`src/asz_ram.sv`:
```
module asz_ram #(
    parameter int AW = 7,
    parameter int DW = 32
) (
    input  logic          i_clk,
    input  logic          i_we,
    input  logic [AW-1:0] i_waddr,
    input  logic [DW-1:0] i_wdata,
    input  logic          i_re,
    input  logic [AW-1:0] i_raddr,
    output logic [DW-1:0] o_rdata
);

    logic [DW-1:0] mem [2**AW];

    always_ff @(posedge i_clk) begin
        if (i_we) begin
            mem[i_waddr] <= i_wdata;
        end
    end

    // Read returns the contents before a write at the same edge.
    always_ff @(posedge i_clk) begin
        if (i_re) begin
            o_rdata <= mem[i_raddr];
        end
    end

endmodule

```
`config.mk`:
```
export PLATFORM = sky130hd
export DESIGN_NAME = asz_ram
export DESIGN_NICKNAME = d
export VERILOG_FILES = /design/src/asz_ram.sv
export SDC_FILE = /design/constraint.sdc
export NUM_CORES = 2
export LEC_CHECK = 0
export BUFFER_PORTS_ARGS = -buffer_cell sky130_fd_sc_hd__buf_4
export CAP_MARGIN = 10
export CORE_MARGIN = 5
export CORE_UTILIZATION = 40
export DETAILED_ROUTE_END_ITERATION = 12
export GPL_ROUTABILITY_DRIVEN = 0
export SYNTH_ARGS = -nofsm -noshare
export SYNTH_HDL_FRONTEND = slang
export SYNTH_SLANG_ARGS = --single-unit
```
`constraint.sdc`:
```
create_clock -name i_clk -period 5.15 [get_ports i_clk]
set_input_delay 1.03 -clock i_clk [delete_from_list [all_inputs] [get_ports i_clk]]
set_output_delay 1.03 -clock i_clk [all_outputs]
set_load 0.02 [all_outputs]
```
==> flow_summary.json <==
{
  "stdcell_count": 12100,
  "drc_errors": 0,
  "overflow": 0,
  "synth_commonest_cells": "edfxtp_1 (4128), mux4_2 (1344), clkbuf_1 (182)",
  "cts_htree_levels": 5,
  "fin_skew_ns": 0.0459,
  "p_per_area_mw_per_mm2": 387,
  "crit_chain": "buf_16 > buf_12 > buf_4 > buf_4 > mux4_2 > mux4_2 > mux4_2 > mux2_2",
  "grt_max_degree": 95,
  "rsz0062_at_grt": "false",
  "cts_hold_buf": 0,
  "wire_per_inst_um": 36.1,
  "synth-edff-count": 4128,
  "crit_top_cell": "mux4_2",
  "cellLeakagePower_nw": 54.7,
  "slowest_delay_ns": 0.69,
  "core.rowCount": 229,
  "critPathSlowestCell": "mux4_2",
  "grt_pass1_wl_mm": 601,
  "finalSetupViolCount": 0,
  "cts_max_path_buffers": 4,
  "areaGrowthSynthToFinish_pct": 14.8,
  "ant_nets": 1,
  "dp.cells": 11300,
  "yosysMostFrequentCell": "edfxtp_1",
  "irDropWorstVdd_v": 0.000303,
  "first_pass_iters": 5,
  "clkTransAtPathRegs_ns": 0.06,
  "netlist_area_mm2": 0.157,
  "yosysWarnings": 0,
  "clock_latency_ns": 0.96,
  "chipWidth_um": 636,
  "worst_pin_slew_ns": 1.23,
  "critical_path_arrival_ns": 4.31,
  "drive_gt1_share_pct": 36.6,
  "portBuffers": 80,
  "vias": 72200,
  "fin_hold_ws_ns": 0.528,
  "synth_top_area_cell": "edfxtp_1",
  "start_util_pct": 40.2,
  "drtIter0Drc": 10400,
  "violations": "antenna rules",
  "wl_mm": 436,
  "cts.sinks": 4128,
  "async_flop_share_pct": 0,
  "cts_resized": 0,
  "finalHoldViolCount": 0,
  "netlist-cell-type-count": 16,
  "drv_cap": 0,
  "min_period_ns": 3.62,
  "hp-class": "input port to flip-flop",
  "dp_hpwl_mm": 250,
  "coreArea_mm2": 0.390,
  "die-area_mm2": 0.404,
  "yosys_register_bits": 4128,
  "fmax_ghz": 0.276,
  "clock-root-buffer": "clkbuf_16",
  "netlist_top_cells_area": "edfxtp_1 (79%), mux4_2 (19%), clkbuf_1 (0.44%), nor2_1 (0.29%), buf_2 (0.25%)",
  "synth_cells": 5990,
  "critPathRequiredTime_ns": 5.84,
  "io_pins": 81,
  "cts_buffers": 402,
  "die_h_um": 636,
  "crit_type": "input port to flip-flop",
  "tns_ns": 0,
  "syn_avg_cell_area_um2": 26.1,
  "nets": 6572,
  "maxSlewHeadroom_pct": 17.9,
  "track_usage_pct": 21.3,
  "vias_per_cell": 5.97,
  "cp_max_fo": 29,
  "startpoint_type": "input port",
  "synth_top_area_share_pct": 79.2,
  "tritoncts": "yes",
  "first_global_vias": 72000,
  "worstSetupEndpointType": "flip-flop",
  "ys_seq_area_share_pct": 79.2,
  "antenna_found_initial": 55,
  "period_share_pct": 70.3,
  "post-cts-setup-buffers": 0,
  "syn-num-nets": 6039,
  "outcome": "finished with violations",
  "finalMaxSlewViolations": 0,
  "synth_ff_type": "edfxtp_1"
}
==> per-layer routing <==
metal	GRT usage, %	wire length (um)	share of wire [%]
met1	29.9	168000	39
met2	34.1	211000	49
met3	3.56	40300	9.2
met4	7.36	16000	3.7
met5	0	141	0.032
==> area by class of cell <==
cell class              instances  area (um^2)
clock buffers                 488        10600
diodes                         40          100
fillers                     31600       210000
repair buffers                445         4300
well taps                    5197         6500
flip-flops and latches       4128       124000
multi-input cells            1546        32300
clock inverters               237         1970
==> layout by cell type (no fill, tap or decap), drive strengths merged <==
cell type / synthesis / routed
buf: 134 / 445
bufinv: 0 / 29
clkbuf: 182 / 488
clkinv: 0 / 191
clkinvlp: 0 / 9
diode: 0 / 40
edfxtp: 4128 / 4128
inv: 0 / 8
mux2: 32 / 32
mux4: 1344 / 1344
nand2: 14 / 14
nand2b: 2 / 2
nand3: 12 / 12
nand4: 3 / 3
nor2: 122 / 122
nor2b: 7 / 7
nor3: 9 / 9
or3: 1 / 1
==> worst max-delay path, delay by kind of cell <==
family	cells	cell delay [ns]
muxes	4	2.07
buffers and inverters	4	1.13
==> registers in the layout (all words and copies together), names as in the netlist <==
name / flops
mem: 4096
o_rdata: 32
==> power by group <==
part           leakage, nW  internal [mW]  switching (mW)
clock                 6.17           16.1            12.4
combinational         11.4           1.44            2.34
sequential            37.1           37.1           0.129
==> kinds of logic (layout without fill, tap and decap cells) <==
kind of cell           Yosys count  count (layout)  share of synthesized area, %
buffers and inverters          316            1170                         0.837
DFF                           4128            4128                          79.2
muxes                         1376            1376                          19.6
other                            0              40                             0
and+or+nand+nor                170             170                         0.445
==> per-stage QoR <==
step	cell area, um^2	setup slack (ns)	util, %	power, mW
global route	180000	1.44	46.1	71.5
CTS	180000	1.57	46.1	70.0
finish	180000	1.53	46.1	69.5
global placement	167000	0.556	42.9	41.7
floorplan	157000	0.881	-	39.7
detailed placement	167000	0.540	42.9	41.8
==> path summary, 6_finish.rpt <==
path | start | to | slack [ns] | depth (start not counted)
max | i_raddr[0] | o_rdata[27] | 1.53 | 8
max reg2reg | mem[47][30] | o_rdata[30] | 2.30 | 4
min reg2reg | mem[76][19] | o_rdata[19] | 1.22 | 4
min | i_wdata[11] | mem[23][11] | 0.53 | 1
Power figures use the tool's default switching activity.
