File: config.mk
export PLATFORM = sky130hd
export DESIGN_NAME = asz_bin
export DESIGN_NICKNAME = d
export VERILOG_FILES = /design/src/asz_pkg.sv /design/src/asz_bin.sv
export SDC_FILE = /design/constraint.sdc
export NUM_CORES = 1
export LEC_CHECK = 0
export BUFFER_PORTS_ARGS = -buffer_cell sky130_fd_sc_hd__buf_2
export CAP_MARGIN = 10
export CORE_ASPECT_RATIO = 1.1
export CORE_UTILIZATION = 31
export DETAILED_ROUTE_END_ITERATION = 10
export PLACE_DENSITY_LB_ADDON = 0.05
export SLEW_MARGIN = 10
export SYNTH_ARGS = -nofsm -noshare
export SYNTH_HDL_FRONTEND = slang
export SYNTH_SLANG_ARGS = --single-unit
File: constraint.sdc
create_clock -name vclk -period 2.85
set_input_delay 0.57 -clock vclk [all_inputs]
set_output_delay 0.57 -clock vclk [all_outputs]
set_load 0.05 [all_outputs]
File: src/asz_pkg.sv
package asz_pkg;

    // Number of boundary registers in the register map.
    localparam int NUM_BOUND_REGS = 7;
    localparam int NBUCKETS       = 8;
    localparam int NOPS           = 3;
    localparam int CNT_W          = 32;
    localparam int BOUND_W        = 32;
    localparam int MODCNT_W       = 5;
    localparam int CFG_IDX_W      = 3;

    localparam logic [CNT_W-1:0] CNT_MAX = '1;

    // Register indexes on the configuration port.
    localparam logic [CFG_IDX_W-1:0] CFG_MODULE_COUNT = 3'd7;

    localparam logic [MODCNT_W-1:0] MODULE_COUNT_RESET = 5'd16;

    typedef logic [NUM_BOUND_REGS-1:0][BOUND_W-1:0] t_bounds;

    localparam t_bounds BOUNDARY_RESET = {
        32'd65536, 32'd16384, 32'd4096, 32'd1024, 32'd256, 32'd64, 32'd16
    };

    // Operation selector.
    localparam logic OP_COUNT = 1'b0;
    localparam logic OP_READ  = 1'b1;

    // Read scope.
    localparam logic SCOPE_MODULE = 1'b0;
    localparam logic SCOPE_GLOBAL = 1'b1;

    // Record types.
    localparam logic [1:0] REC_MALLOC  = 2'd0;
    localparam logic [1:0] REC_FREE    = 2'd1;
    localparam logic [1:0] REC_REALLOC = 2'd2;
    localparam logic [1:0] REC_UNKNOWN = 2'd3;

    // Read items: buckets below this code, operation totals from it on.
    localparam logic [3:0] ITEM_TOTAL_BASE = 4'd8;
    localparam logic [3:0] ITEM_TOTAL_LAST = 4'd10;

    typedef enum logic [2:0] {
        ST_COUNTED      = 3'd0,
        ST_BAD_MODULE   = 3'd1,
        ST_UNKNOWN_TYPE = 3'd2,
        ST_SKIPPED      = 3'd3,
        ST_READ_DATA    = 3'd4
    } t_status;

    typedef enum logic [2:0] {
        SRC_ZERO,
        SRC_MOD_BUCKET,
        SRC_MOD_TOTAL,
        SRC_GLB_BUCKET,
        SRC_GLB_TOTAL
    } t_rd_src;

    // One input word after unpacking.
    typedef struct packed {
        logic        op;
        logic        stream_first;
        logic [1:0]  rec_type;
        logic [7:0]  module_req;
        logic [31:0] block_size;
        logic        read_scope;
        logic [3:0]  read_item;
    } t_rec;

    // Decoded work for the update stage.
    typedef struct packed {
        t_status    status;
        logic [2:0] bucket;
        t_rd_src    src;
        logic [1:0] rec_type;
        logic [3:0] read_item;
        logic       counted;
        logic       inc_bucket;
    } t_work;

endpackage

File: src/asz_bin.sv
module asz_bin
    import asz_pkg::*;
#(
    parameter int NUM_BOUNDARIES = 7
) (
    input  t_bounds     i_bounds,
    input  logic [31:0] i_size,
    output logic [2:0]  o_bucket
);

    // Every compare runs in parallel; the exceeded boundary with the highest index wins,
    // which matches a downward search even when boundaries are unsorted.
    always_comb begin
        o_bucket = '0;
        for (int i = 0; i < NUM_BOUNDARIES; i++) begin
            if (i_size > i_bounds[i]) begin
                o_bucket = 3'(i + 1);
            end
        end
    end

endmodule

==> results.py <==
metrics = {
    "timing": {
        "layout_setup_ws_ns": -0.4524,
        "setup_viol": 3,
        "fin_crit_sh_pct": 115.9,
        "final.setup.tns_ns": -1.149,
        "relSlewSlack_pct": 68.40,
        "fin_crit_ns": 3.302,
        "tightest_slew_ns": 0.4691,
        "hold_viol_final": 0,
        "slew_violations": 0,
        "rsz0062_at_grt": "true",
        "timing.fmax_mhz": 302.8,
    },
    "routing": {
        "drtIter0Drc": 154,
        "wl_um": 21090,
        "postRouteAntennaNets": 0,
        "num_vias": 6621,
        "avgViaCountPerCell": 4.653,
        "drc_errors": 0,
        "firstDrtPassIters": 4,
        "routedWlPerCell_um": 14.82,
    },
    "yosys": {
        "synth_top_cell_by_area": "ha_1",
        "synthAdderAreaFrac_pct": 49.36,
        "muxShareOfSynthArea_pct": 0,
        "synth.net_count": 1281,
        "synth_compound_area_share_pct": 19.88,
        "syn_area_um2": 5678,
        "syn_inst": 801,
        "synthDistinctLibCells": 41,
        "ys_seq_area_share_pct": 0,
        "yosysWarnings": 0,
        "synth-simple-area-share_pct": 16.09,
        "synthTopCellsByArea": "ha_1 (49%), inv_1 (15%), a21oi_1 (6.3%)",
        "synth_top_family_by_area": "adder cells",
        "synth-xor-area-share_pct": 0,
        "yosysTopAreaCellShare_pct": 49.36,
        "synth_area_per_cell_um2": 7.089,
    },
    "floorplan": {
        "row_count": 51,
        "die_width_um": 131.0,
        "die_area_um2": 18860,
        "start_util_pct": 31.89,
        "core-area_um2": 17800,
        "die_y_um": 143.9,
        "io_pins": 259,
    },
    "cells_and_area": {
        "layout.nets": 1667,
        "area_delta_synth_final_pct": 66.35,
        "diodes": 0,
        "layout_commonest_cell": "buf_2",
        "design_area_um2": 9445,
        "area.sequential_um2": 0,
        "clock_buffers": 0,
        "fill_cells": 1806,
        "layout_common_cells": "buf_2 (226), inv_1 (201), ha_1 (179)",
        "seq_cells": 0,
        "layout-drive-gt1-share_pct": 43.54,
    },
    "power": {
        "p_int_w": 0.0007198,
        "power.density_nw_per_um2": 147.8,
        "clock_power_share_pct": 0,
        "switching_share_pct": 48.45,
        "leakagePower_nw": 5.407,
        "power_switching_w": 0.0006764,
        "ir_drop_mv": 0.06454,
        "p_comb_share_pct": 100.0,
        "p_seq_share_pct": 0,
        "total_power_w": 0.001396,
    },
    "global_routing": {
        "grt_pass1_vias": 6545,
        "grtUsageTotal_pct": 21.68,
        "grt_pass1_wl_um": 31510,
        "grt_max_degree": 8,
        "gr-total-overflow": 0,
        "antenna_found_initial": 3,
    },
    "setup_path": {
        "cp.arrival_ns": 2.73,
        "critPathLaunchType": "input port",
        "crit_type": "in -> out",
        "crit_fanout": 7,
        "required_ns": 2.28,
        "end_kind": "primary output",
    },
    "place": {
        "place_hpwl_um": 18580,
        "portBuffers": 259,
        "postPlaceCellArea_um2": 8349,
        "place.gp.congestion": 0.8454,
    },
    "outcome": {
        "violations": "setup timing",
        "status": "finished, violations left",
    },
    "hold_path": {
        "hold_path_class": "in -> out",
    },
    "flow_run": {
        "maxCapViolations": 0,
    },
}
[per-stage QoR]
step                      setup slack, ns  hold slack (ns)  util [%]  std cells
after floorplan                   -0.1456            1.707         -        801
after global placement            -0.6587            2.049     46.90       1406
after detailed placement          -0.7125            2.054     46.90       1406
after CTS                         -0.4520            1.978     50.90       1414
after global routing              -0.5741            2.049     53.05       1423
final                             -0.4524            1.979     53.05       1423
[final timing paths]
path,startpoint,end,slack (ns),depth (start not counted)
max,i_size[12],o_bucket[0],-0.45,12
min,i_bounds[183],o_bucket[1],1.98,10
[metal layers]
metal	global-route usage (%)	share of wire, %	wire length [µm]
met4	1.028	0.50	106
met1	26.43	44	9330
met5	0	0.15	31
met3	2.085	4.7	988
met2	42.08	50	10640
[critical path, cell delays in order]
cell and delay [ns]:
buf_4 0.17, ha_1 0.29, nand4_1 0.22, nor4_4 0.29, o21ai_1 0.12, a31oi_1 0.19
buf_4 0.15, a211oi_4 0.03, a211oi_2 0.23, o21ai_2 0.09, a31oi_4 0.21, buf_6 0.18
[layout make-up]
type | instances | area, µm² | area share, %
multi-input combinational | 579 | 5747 | 60.84
tap | 238 | 297.8 | 3.153
inverter | 222 | 840.8 | 8.902
timing repair buffer | 384 | 2560 | 27.10
[cell usage after synthesis, types with 2 or more instances]
| master | instances |
|---|---|
| nand4_1 | 33 |
| o31a_1 | 2 |
| a221o_1 | 4 |
| nor2b_1 | 7 |
| nand2b_1 | 4 |
| nor2_1 | 29 |
| and4_1 | 8 |
| and3_1 | 3 |
| a21o_1 | 23 |
| a31oi_1 | 5 |
| o31ai_1 | 2 |
| a221oi_1 | 5 |
| a21oi_1 | 72 |
| or3_1 | 2 |
| nand3_1 | 26 |
| nor3_1 | 7 |
| o211ai_1 | 8 |
| ha_1 | 224 |
| o21ai_1 | 6 |
| nand2_1 | 47 |
| a2111oi_0 | 3 |
| inv_1 | 222 |
| o2111ai_1 | 2 |
| a21boi_1 | 2 |
| o21ai_0 | 24 |
| a211oi_1 | 8 |
| nor4_1 | 6 |
| a21oi_2 | 2 |
| a21boi_0 | 3 |
[timing repair]
action                                  4_1_cts  5_1_grt
gates resized for setup                     137       68
pin swaps                                    51       36
buffers inserted                              8        9
endpoints found under the setup margin        3        3
hold buffers                                  0        0
[kinds of logic (layout without fill, tap and decap cells)]
kind of cell,count (synthesis),in the layout
adder cells (fa/ha/maj),224,224
buffers and inverters,222,606
AO/OA/AOI/OAI,178,178
AND/OR/NAND/NOR,177,177
[power groups by stage]
stage                     sequential (W)  clock, W  combinational, W
after CTS                              0         0           0.00134
after floorplan                        0         0          0.000617
final                                  0         0           0.00140
after detailed placement               0         0           0.00120
after global placement                 0         0           0.00120
after global routing                   0         0           0.00158
(Power assumes the default switching activity.)
